`config.mk`:
```
export PLATFORM = sky130hd
export DESIGN_NAME = keypad_scan_number_entry
export DESIGN_NICKNAME = d
export VERILOG_FILES = /design/src/rtl/kpscan_pkg.sv /design/src/rtl/keypad_scan_number_entry.sv
export SDC_FILE = /design/constraint.sdc
export NUM_CORES = 2
export LEC_CHECK = 0
export BUFFER_PORTS_ARGS = -buffer_cell sky130_fd_sc_hd__buf_2
export CORE_MARGIN = 8
export CORE_UTILIZATION = 50
export DETAILED_ROUTE_END_ITERATION = 8
export PLACE_DENSITY = 0.73
export SYNTH_ARGS = -nofsm -noshare
export SYNTH_HDL_FRONTEND = slang
export SYNTH_SLANG_ARGS = --single-unit
```
`constraint.sdc`:
```
create_clock -name clk_i -period 20.3 [get_ports clk_i]
set_clock_uncertainty 0.15 [all_clocks]
set_input_delay 1.015 -clock clk_i [delete_from_list [all_inputs] [get_ports clk_i]]
set_output_delay 1.015 -clock clk_i [all_outputs]
set_load 0.005 [all_outputs]
```
`src/rtl/kpscan_pkg.sv`:
```
package kpscan_pkg;

  localparam int unsigned NumRows    = 4;
  localparam int unsigned NumCols    = 4;
  localparam int unsigned RowW       = 2;
  localparam int unsigned ColW       = 2;
  localparam int unsigned CodeW      = 8;
  localparam int unsigned ValueW     = 32;
  localparam int unsigned CountW     = 8;
  localparam int unsigned MapW       = 32;
  localparam int unsigned CfgIdxW    = 3;
  localparam int unsigned CfgDataW   = 32;
  localparam int unsigned InDataW    = 8;
  localparam int unsigned OutDataW   = 56;

  localparam logic [NumCols-1:0] AllHigh   = 4'hF;
  localparam logic [CodeW-1:0]   CodeZero  = 8'd48;
  localparam logic [CodeW-1:0]   CodeNine  = 8'd57;
  localparam logic [CountW-1:0]  CountMax  = 8'd255;

  // Reciprocal of ten: floor(x * RecipTen / 2^35) == x / 10 for any 32-bit x
  localparam logic [31:0] RecipTen   = 32'hCCCC_CCCD;
  localparam int unsigned RecipShift = 35;

  // Register indexes on the config port
  localparam logic [CfgIdxW-1:0] RegKeyMapRow0 = 3'd0;
  localparam logic [CfgIdxW-1:0] RegKeyMapRow1 = 3'd1;
  localparam logic [CfgIdxW-1:0] RegKeyMapRow2 = 3'd2;
  localparam logic [CfgIdxW-1:0] RegKeyMapRow3 = 3'd3;
  localparam logic [CfgIdxW-1:0] RegEraseCode  = 3'd4;

  // Reset key map: "789%", "456x", "123-", "*0=+"
  localparam logic [MapW-1:0]  KeyMapRow0Rst = 32'd624506935;
  localparam logic [MapW-1:0]  KeyMapRow1Rst = 32'd2016818484;
  localparam logic [MapW-1:0]  KeyMapRow2Rst = 32'd758329905;
  localparam logic [MapW-1:0]  KeyMapRow3Rst = 32'd725430314;
  localparam logic [CodeW-1:0] EraseCodeRst  = 8'd32;

  typedef enum logic [1:0] {
    PH_IDLE    = 2'd0,
    PH_WALK    = 2'd1,
    PH_RELEASE = 2'd2
  } phase_e;

  typedef struct packed {
    logic [CountW-1:0]  digits_entered;
    logic [ValueW-1:0]  number_value;
    logic [ColW-1:0]    key_column;
    logic [RowW-1:0]    key_row;
    logic [CodeW-1:0]   key_code;
    logic [NumRows-1:0] row_drive;
  } out_data_t;

endpackage

```
`src/rtl/keypad_scan_number_entry.sv`:
```
// Channel  | Dir | Beat contents (low bits first)                        | Handshake
// ---------+-----+-------------------------------------------------------+----------------
// s_axis   | in  | tdata: column_sense[3:0], zero pad to 8 bits          | tvalid/tready
// m_axis   | out | tdata: row_drive, key_code, key_row, key_column,      | tvalid/tready
//          |     |        number_value, digits_entered (56 bits)         |
//          |     | tuser: key_valid   tlast: entry_done                  |
// cfg      | in  | cfg_we_i, cfg_index_i (register 0..4), cfg_data_i     | write on we
//
// One column sample per beat, one result beat per sample; a new sample can be
// taken every cycle while m_axis is not stalled. Each sample passes an input
// register, then the scan and number update that lands in the result register.
// The divide by ten for erase is a single 32x32 reciprocal multiply.
// Reset (async, active low) returns to idle scan with all rows low, clears the
// value and digit count, and loads the default key map and erase code.
// A stalled result holds the result register; the input register still takes
// one more sample, after which s_axis_tready drops until m_axis drains.
module keypad_scan_number_entry (
  input  logic                              clk_i,
  input  logic                              rst_ni,

  input  logic                              s_axis_tvalid,
  output logic                              s_axis_tready,
  input  logic [kpscan_pkg::InDataW-1:0]    s_axis_tdata,   // [3:0] column_sense

  output logic                              m_axis_tvalid,
  input  logic                              m_axis_tready,
  // [3:0] row_drive, [11:4] key_code, [13:12] key_row, [15:14] key_column,
  // [47:16] number_value, [55:48] digits_entered
  output logic [kpscan_pkg::OutDataW-1:0]   m_axis_tdata,
  output logic                              m_axis_tuser,   // [0] key_valid
  output logic                              m_axis_tlast,   // entry_done

  input  logic                              cfg_we_i,
  input  logic [kpscan_pkg::CfgIdxW-1:0]    cfg_index_i,
  input  logic [kpscan_pkg::CfgDataW-1:0]   cfg_data_i
);

  // ---------------------------------------------------------------------------
  // Configuration registers
  // ---------------------------------------------------------------------------
  logic [kpscan_pkg::NumRows-1:0][kpscan_pkg::MapW-1:0] key_map_q;
  logic [kpscan_pkg::CodeW-1:0]                          erase_code_q;

  always_ff @(posedge clk_i or negedge rst_ni) begin
    if (!rst_ni) begin
      key_map_q[0] <= kpscan_pkg::KeyMapRow0Rst;
      key_map_q[1] <= kpscan_pkg::KeyMapRow1Rst;
      key_map_q[2] <= kpscan_pkg::KeyMapRow2Rst;
      key_map_q[3] <= kpscan_pkg::KeyMapRow3Rst;
      erase_code_q <= kpscan_pkg::EraseCodeRst;
    end else if (cfg_we_i) begin
      unique case (cfg_index_i)
        kpscan_pkg::RegKeyMapRow0: key_map_q[0] <= cfg_data_i;
        kpscan_pkg::RegKeyMapRow1: key_map_q[1] <= cfg_data_i;
        kpscan_pkg::RegKeyMapRow2: key_map_q[2] <= cfg_data_i;
        kpscan_pkg::RegKeyMapRow3: key_map_q[3] <= cfg_data_i;
        kpscan_pkg::RegEraseCode:  erase_code_q <= cfg_data_i[kpscan_pkg::CodeW-1:0];
        default: ;  // indexes past the register list are dropped
      endcase
    end
  end

  // ---------------------------------------------------------------------------
  // Input register and flow control
  // ---------------------------------------------------------------------------
  logic                              in_vld_q;
  logic [kpscan_pkg::NumCols-1:0]    cols_q;
  logic                              out_vld_q;
  logic                              advance;

  assign advance       = in_vld_q && (!out_vld_q || m_axis_tready);
  assign s_axis_tready = !in_vld_q || advance;

  always_ff @(posedge clk_i or negedge rst_ni) begin
    if (!rst_ni) begin
      in_vld_q <= 1'b0;
    end else if (s_axis_tready) begin
      in_vld_q <= s_axis_tvalid;
    end
  end

  always_ff @(posedge clk_i) begin
    if (s_axis_tready && s_axis_tvalid) begin
      cols_q <= s_axis_tdata[kpscan_pkg::NumCols-1:0];
    end
  end

  // ---------------------------------------------------------------------------
  // Scan state
  // ---------------------------------------------------------------------------
  kpscan_pkg::phase_e                phase_q, phase_d;
  logic [kpscan_pkg::RowW-1:0]       row_q, row_d;
  logic [kpscan_pkg::ValueW-1:0]     acc_q, acc_d;
  logic [kpscan_pkg::CountW-1:0]     cnt_q, cnt_d;

  logic                              any_low;
  logic [kpscan_pkg::RowW-1:0]       row_next;

  assign any_low  = (cols_q != kpscan_pkg::AllHigh);
  assign row_next = row_q + kpscan_pkg::RowW'(1);

  // Next phase and row
  always_comb begin
    phase_d = phase_q;
    row_d   = row_q;
    unique case (phase_q)
      kpscan_pkg::PH_WALK: begin
        if (any_low) begin
          phase_d = kpscan_pkg::PH_RELEASE;
        end else if (row_q == kpscan_pkg::RowW'(kpscan_pkg::NumRows - 1)) begin
          // walked every row without a hit: glitch
          phase_d = kpscan_pkg::PH_IDLE;
          row_d   = '0;
        end else begin
          row_d = row_next;
        end
      end
      kpscan_pkg::PH_RELEASE: begin
        if (!any_low) begin
          phase_d = kpscan_pkg::PH_IDLE;
        end
      end
      default: begin
        phase_d = kpscan_pkg::PH_IDLE;
        if (any_low) begin
          phase_d = kpscan_pkg::PH_WALK;
          row_d   = '0;
        end
      end
    endcase
  end

  // Scan outputs
  logic [kpscan_pkg::NumRows-1:0]    drive;
  logic                              key_valid;
  logic [kpscan_pkg::ColW-1:0]       key_col;

  always_comb begin
    drive     = '0;
    key_valid = 1'b0;
    unique case (phase_q)
      kpscan_pkg::PH_WALK: begin
        if (any_low) begin
          key_valid = 1'b1;
        end else if (row_q != kpscan_pkg::RowW'(kpscan_pkg::NumRows - 1)) begin
          drive = ~(kpscan_pkg::NumRows'(1) << row_next);
        end
      end
      kpscan_pkg::PH_RELEASE: drive = '0;
      default: begin
        if (any_low) begin
          drive = ~kpscan_pkg::NumRows'(1);
        end
      end
    endcase
  end

  // Lowest low column
  always_comb begin
    priority if (!cols_q[0]) key_col = kpscan_pkg::ColW'(0);
    else if (!cols_q[1])     key_col = kpscan_pkg::ColW'(1);
    else if (!cols_q[2])     key_col = kpscan_pkg::ColW'(2);
    else                     key_col = kpscan_pkg::ColW'(3);
  end

  logic [kpscan_pkg::MapW-1:0]  map_row;
  logic [kpscan_pkg::CodeW-1:0] code_sel;
  logic [kpscan_pkg::CodeW-1:0] key_code;

  assign map_row  = key_map_q[row_q];
  assign code_sel = map_row[key_col*kpscan_pkg::CodeW +: kpscan_pkg::CodeW];
  assign key_code = key_valid ? code_sel : '0;

  // ---------------------------------------------------------------------------
  // Number entry
  // ---------------------------------------------------------------------------
  logic [63:0]                   div_prod;
  logic [kpscan_pkg::ValueW-1:0] acc_div10;
  logic [kpscan_pkg::ValueW-1:0] acc_mul10;
  logic                          is_erase, is_digit, done;

  assign div_prod  = {32'd0, acc_q} * {32'd0, kpscan_pkg::RecipTen};
  assign acc_div10 = kpscan_pkg::ValueW'(div_prod[63:kpscan_pkg::RecipShift]);
  assign acc_mul10 = (acc_q << 3) + (acc_q << 1)
                   + kpscan_pkg::ValueW'(code_sel - kpscan_pkg::CodeZero);

  assign is_erase = (code_sel == erase_code_q);
  assign is_digit = (code_sel >= kpscan_pkg::CodeZero) && (code_sel <= kpscan_pkg::CodeNine);

  logic [kpscan_pkg::ValueW-1:0] shown_value;
  logic [kpscan_pkg::CountW-1:0] shown_count;

  always_comb begin
    shown_value = acc_q;
    shown_count = cnt_q;
    done        = 1'b0;
    if (key_valid) begin
      priority if (is_erase) begin
        // erase wins even if the code is also a digit
        if (cnt_q != '0) begin
          shown_value = acc_div10;
          shown_count = cnt_q - kpscan_pkg::CountW'(1);
        end
      end else if (is_digit) begin
        shown_value = acc_mul10;
        if (cnt_q != kpscan_pkg::CountMax) begin
          shown_count = cnt_q + kpscan_pkg::CountW'(1);
        end
      end else begin
        done = 1'b1;
      end
    end
    acc_d = done ? '0 : shown_value;
    cnt_d = done ? '0 : shown_count;
  end

  always_ff @(posedge clk_i or negedge rst_ni) begin
    if (!rst_ni) begin
      phase_q <= kpscan_pkg::PH_IDLE;
      row_q   <= '0;
      acc_q   <= '0;
      cnt_q   <= '0;
    end else if (advance) begin
      phase_q <= phase_d;
      row_q   <= row_d;
      acc_q   <= acc_d;
      cnt_q   <= cnt_d;
    end
  end

  // ---------------------------------------------------------------------------
  // Result register
  // ---------------------------------------------------------------------------
  kpscan_pkg::out_data_t out_data_d, out_data_q;
  logic                  out_user_q, out_last_q;

  always_comb begin
    out_data_d.row_drive      = drive;
    out_data_d.key_code       = key_code;
    out_data_d.key_row        = key_valid ? row_q : '0;
    out_data_d.key_column     = key_valid ? key_col : '0;
    out_data_d.number_value   = shown_value;
    out_data_d.digits_entered = shown_count;
  end

  always_ff @(posedge clk_i or negedge rst_ni) begin
    if (!rst_ni) begin
      out_vld_q <= 1'b0;
    end else if (!out_vld_q || m_axis_tready) begin
      out_vld_q <= in_vld_q;
    end
  end

  always_ff @(posedge clk_i) begin
    if (advance) begin
      out_data_q <= out_data_d;
      out_user_q <= key_valid;
      out_last_q <= done;
    end
  end

  assign m_axis_tvalid = out_vld_q;
  assign m_axis_tdata  = out_data_q;
  assign m_axis_tuser  = out_user_q;
  assign m_axis_tlast  = out_last_q;

  // ---------------------------------------------------------------------------
  // Assertions
  // ---------------------------------------------------------------------------
  a_stall_means_full: assert property (@(posedge clk_i) disable iff (!rst_ni)
    !s_axis_tready |-> (in_vld_q && out_vld_q && !m_axis_tready))
    else $error("input stalled while pipeline has room");

  a_key_goes_release: assert property (@(posedge clk_i) disable iff (!rst_ni)
    (advance && key_valid) |=> (phase_q == kpscan_pkg::PH_RELEASE))
    else $error("identified key did not enter release wait");

  a_done_clears: assert property (@(posedge clk_i) disable iff (!rst_ni)
    (advance && done) |=> (acc_q == '0 && cnt_q == '0))
    else $error("entry end did not clear value and count");

  a_done_has_key: assert property (@(posedge clk_i) disable iff (!rst_ni)
    (advance && done) |-> (key_valid && drive == '0))
    else $error("entry end without an identified key");

  a_idle_state_holds: assert property (@(posedge clk_i) disable iff (!rst_ni)
    !advance |=> ($stable(phase_q) && $stable(acc_q) && $stable(cnt_q)))
    else $error("scan state moved without a sample");

endmodule
```
Yosys cells after proc, flatten, opt, wreduce, memory -nomap -nowiden:

Index checks and enable logic that the tools add are counted.

* register bits: 244
* bits in latches: 0
* RAM bits: 0
* memory bits (read-only): 0
* memories: 0

* add/sub/neg operators: 6
* multiply operators: 1
* divide/modulo/power cells: 0
* $lt $le $gt $ge: 3
* equal/unequal tests: 14
* shifts and indexed selects: 2
* muxes and demuxes: 34
* bitwise logic cells: 2
* reductions and logical operators: 17

Operator list (number)
* 32-bit two-way mux: 6
* 32-bit adder: 2
* 32-bit binary-select mux with 2-bit select: 1
* 32-bit by 32-bit multiplier with 64-bit output, second input constant: 1
* 8-bit two-way mux: 6
* 32-bit by 6-bit variable part select with 8-bit output: 1
* 2-bit two-way mux: 8
* 4-bit two-way mux: 3
* 2-bit AND reduction: 5
* 8-bit by 6-bit subtractor with 9-bit output, second input constant: 1
* 8-bit by 1-bit adder with 8-bit output, second input constant: 1
* 8-bit equality test: 1
* 8-bit by 6-bit greater-or-equal comparator with 1-bit output, second input constant: 1
* 8-bit by 6-bit less-or-equal comparator with 1-bit output, second input constant: 1
* 8-bit inequality test, second input constant: 1
* 2-bit case mux with 2 select lines: 2
* 4-bit case mux with 2 select lines: 1
* 8-bit nonzero test: 1
* 8-bit by 1-bit subtractor with 8-bit output, second input constant: 1
* 1-bit two-way mux: 7
* 3-bit by 2-bit equality test with 1-bit output, second input constant: 2
* 2-bit inequality test, second input constant: 3
* 2-bit equality test, second input constant: 2
* 4-bit inequality test, second input constant: 1
* other kinds (16): 20

Depth between registers and ports, before layout:

* depth after elaboration: 10
* gate-level depth with buffers: 26
* gate-level depth less buffers: 25

Worst setup path before layout:

Ideal clock, no wire load.

* path type: reg2reg
* from: register acc_q[18] (netlist bit)
* to: register acc_q[28] (netlist bit)
* library setup time: 0.089 ns
* arrival: 7.345 ns
* path slack: 12.716 ns
* cell stages (with the launch flop): 26
* period minus slack after synthesis: 7.584 ns
* path through: dfrtp_1 > ha_1 > inv_1 > fa_1 > inv_1 > fa_1 > inv_1 > fa_1 > inv_1 > fa_1 > fa_1 > fa_1 > inv_1 > fa_1 > inv_1 > ha_1 > nand4_1 > nor3_1 > nand4_1 > o211ai_1 > a21oi_1 > a211o_1 > a21oi_1 > mux2_2 > or4_1 > o211ai_1

* longest elaborated chain between the ends: 6

RTL lines
* from (decl): RTL line keypad_scan_number_entry.sv:93 `logic [kpscan_pkg::ValueW-1:0] acc_q, acc_d;`
* from (signal assigned): RTL line keypad_scan_number_entry.sv:221 `acc_q <= '0;`
* from (signal assigned): RTL line keypad_scan_number_entry.sv:226 `acc_q <= acc_d;`
* branches (longest 3 deep; another with 32-bit by 32-bit multiplier with 64-bit output)
* 32-bit two-way mux *: RTL line keypad_scan_number_entry.sv:198 `priority if (is_erase) begin`
* 32-bit two-way mux *: RTL line keypad_scan_number_entry.sv:197 `if (key_valid) begin`
* 32-bit two-way mux *: RTL line keypad_scan_number_entry.sv:213 `acc_d = done ? '0 : shown_value;`

Mark *: on every way between the ends.
A chain may end at the register's enable or synchronous reset.

Worst setup path in the final report:

Ends and elaborated chain as after synthesis.

==> flow_summary_export.csv <==
group,metric,value,unit
timing,worst_pin_slew,1.00,ns
global_route,grt_pass1_vias,23300,
synth,async_flop_share,74.6,%
timing,period_share,46.2,%
cts,clkTransAtPathRegs,0.07,ns
global_route,track_usage,25.5,%
cells_and_area,layout.cells.non_filler,3732,
routing,routed_wl,87.7,mm
synth,synth_top_area_share,27.4,%
synth,syn_inst,2851,
synth,synth_edf_count,62,
timing,finalHoldViolations,0,
routing,dr.pass1.iters,7,
timing,fin_ws,10.91,ns
setup_path,required,20.61,ns
cts,clock-root-buffer,"clkbuf_16",
cells_and_area,fillers,5165,
setup_path,reg2reg_depth,26,
synth,synth_area_per_cell,10.7,um^2
routing,vias,21700,
timing,fin_crit,9.39,ns
cells_and_area,finalNetCount,3780,
setup_path,crit_type,"flop to flop",
floorplan,rows,90,
setup_path,timing.critical_path.mode_cell,"fa_1",
cts,cts_made_buffers,23,
setup_path,critPathCapture,"acc_q[28]",
setup_path,path_buf_inv,7,
place,io_buffers,103,
synth,synth_top_area_cell,"fa_1",
place,place_ws,11.03,ns
cts,holdBufCountCts,0,
timing,fmax,107,MHz
setup_path,r2r-end,"acc_q[28]",
synth,syn_area,0.0304,mm^2
cts,htreeDepth,1,
setup_path,slowest_delay,0.73,ns
timing,final_max_slew_viol_count,0,
setup_path,path_delay_family,"adder cells",
setup_path,worstReg2RegStart,"acc_q[18]",
setup_path,cp-start-kind,"flop",
floorplan,die_w,263,um
cells_and_area,seqCellArea,0.00649,mm^2
place,dp.cells,3686,
routing,drtIter0Drc,1563,
cells_and_area,layout-drive-gt1-share,13.9,%
synth,synth.area.top_cells,"fa_1, ha_1, dfrtp_1",
cts,clock_sinks,244,
cells_and_area,area_delta_synth_final,7.41,%
routing,final_antenna_net_count,0,
synth,ys_seq_area_share,21.3,%
floorplan,placeableCoreArea,0.0602,mm^2
synth,netlist_top_cells_count,"inv_1, fa_1, ha_1",
synth,ys_ff_latch,244,
floorplan,die-area,0.0690,mm^2
outcome,status,"complete, no violations",
cts,insertion_delay,0.55,ns
floorplan,io_pins,108,
global_route,grt_start_max_net_pins,111,
floorplan,initial_core_util,50.5,%
cts,clk_path_buf_depth,3,
setup_path,slowest_stage,"ha_1",
place,place_congestion,0.984,
routing,drc,0,
routing,wl_per_cell,23.5,um
synth,synth_top_flop_cell,"dfrtp_1",
run,drv_cap,0,
setup_path,cp_max_fo,9,
cts,post_cts_resized,0,
timing,setup_viol,0,
setup_path,r2r_slack,10.91,ns
global_route,grt-ovfl-total,0,
timing,slew_headroom,33.3,%
setup_path,worst_ep_arrival_time,9.70,ns
floorplan,die_y,263,um
synth,yosysMostFrequentCell,"inv_1",
cells_and_area,multi_input_area,0.0215,mm^2
cts,cts_setup_buffers,0,
timing,whs,0.339,ns
cts,cts_tree,"yes",
synth,syn-num-nets,3702,
hold_path,hp-class,"flop to flop",
place,hpwl,72.7,mm
setup_path,endpoint_kind,"flop",
global_route,grt_pass1_wl,138,mm
setup_path,cp.depth,26,
synth,ys_warn_count,0,
routing,viasPerCell,5.81,
setup_path,cp-startpoint,"acc_q[18]",
timing,rsz0062_at_grt,"false",
timing,fin_setup_tns,0,ns
synth,yosysUniqueCellTypes,80,
global_route,antenna_found_initial,4,
-- worst min path at each step --
stage,startpoint,endpoint,depth (start not counted)
after detailed placement,in_vld_q,m_axis_tvalid,1
after global placement,in_vld_q,m_axis_tvalid,1
after floorplan,in_vld_q,m_axis_tvalid,1
after CTS,in_vld_q,m_axis_tvalid,1
after global routing,key_map_q[103],key_map_q[103],1
final,in_vld_q,m_axis_tvalid,1
-- routing by layer --
layer  share of wire [%]  up-vias  track usage, %
met3                 7.6      139            4.45
met4                 3.1        0            7.76
li1                    -     9692               -
met1                  42    11100            35.0
met5                   0        -               0
met2                  47      769            41.2
-- worst reg2reg max path, cell delays in order, from the launching register on --
cell and delay (ns):
dfrtp_1 0.66, ha_1 0.74, inv_1 0.17, fa_1 0.52
inv_1 0.05, fa_1 0.49, inv_1 0.06, fa_1 0.51
inv_1 0.06, fa_1 0.67, fa_1 0.47, fa_1 0.49
inv_1 0.06, fa_1 0.51, inv_1 0.05, ha_1 0.35
nand4_1 0.29, nor3_1 0.47, nand4_1 0.15, o211ai_1 0.40
a21oi_1 0.18, buf_4 0.20, a211o_1 0.30, a21oi_1 0.28
mux2_2 0.40, or4_1 0.52, o211ai_1 0.11
-- cells by family after synthesis --
| group | Yosys count | share of synthesized area [%] |
|---|---|---|
| adder cells (fa/ha/maj) | 803 | 43.3 |
| buffers and inverters | 653 | 8.22 |
| AO/OA/AOI/OAI | 461 | 10.0 |
| AND/OR/NAND/NOR | 414 | 6.58 |
| flip-flops | 244 | 21.3 |
| multiplexers | 172 | 7.54 |
| XOR/XNOR | 104 | 2.99 |
-- flip-flops by register name, summed over array words and instances, names as in the netlist, 2 cells and up --
name          flops
cnt_q             8
cols_q            4
key_map_q       128
erase_code_q      8
phase_q           2
row_q             2
m_axis_tdata     56
acc_q            32
-- final cells by class --
| class | instances | area share (%) |
|---|---|---|
| Timing Repair Buffer | 126 | 2.13 |
| Sequential cell | 244 | 19.9 |
| Clock inverter | 9 | 0.410 |
| Multi-Input combinational cell | 1954 | 65.7 |
| Inverter | 580 | 6.67 |
| Clock buffer | 33 | 2.20 |
| Antenna cell | 4 | 0.0306 |
| Tap cell | 782 | 2.99 |
-- placed cells by master (no fill, tap or decap), drive strengths merged, types with 10 or more instances in the layout --
cell type | Yosys | layout
ha | 387 | 387
a211oi | 12 | 12
o31ai | 13 | 13
dfstp | 59 | 59
and2 | 16 | 16
a22oi | 34 | 34
or3 | 13 | 13
buf | 24 | 125
mux2 | 138 | 138
nand2b | 10 | 10
nor2 | 84 | 84
nor3 | 30 | 30
inv | 579 | 580
xor2 | 49 | 49
edfxtp | 62 | 62
nand4 | 25 | 25
clkbuf | 49 | 34
nor2b | 10 | 10
nand3 | 39 | 39
fa | 416 | 416
nand2 | 141 | 141
a21o | 43 | 43
dfrtp | 123 | 123
o21a | 17 | 17
a21oi | 112 | 112
a31oi | 11 | 11
o21ai | 97 | 97
mux4 | 32 | 32
a22o | 31 | 31
and3 | 13 | 13
o211ai | 18 | 18
xnor2 | 55 | 55
-- stage by stage --
step	cell area (um^2)	util (%)
detailed placement	31800	52.8
finish	32700	54.2
CTS	32700	54.2
global placement	31800	52.8
global route	32700	54.2
floorplan	30400	-
Power is left out: the tool's default activity adds up to more than one toggle a clock period on the data nets, which glitch-free logic cannot reach.
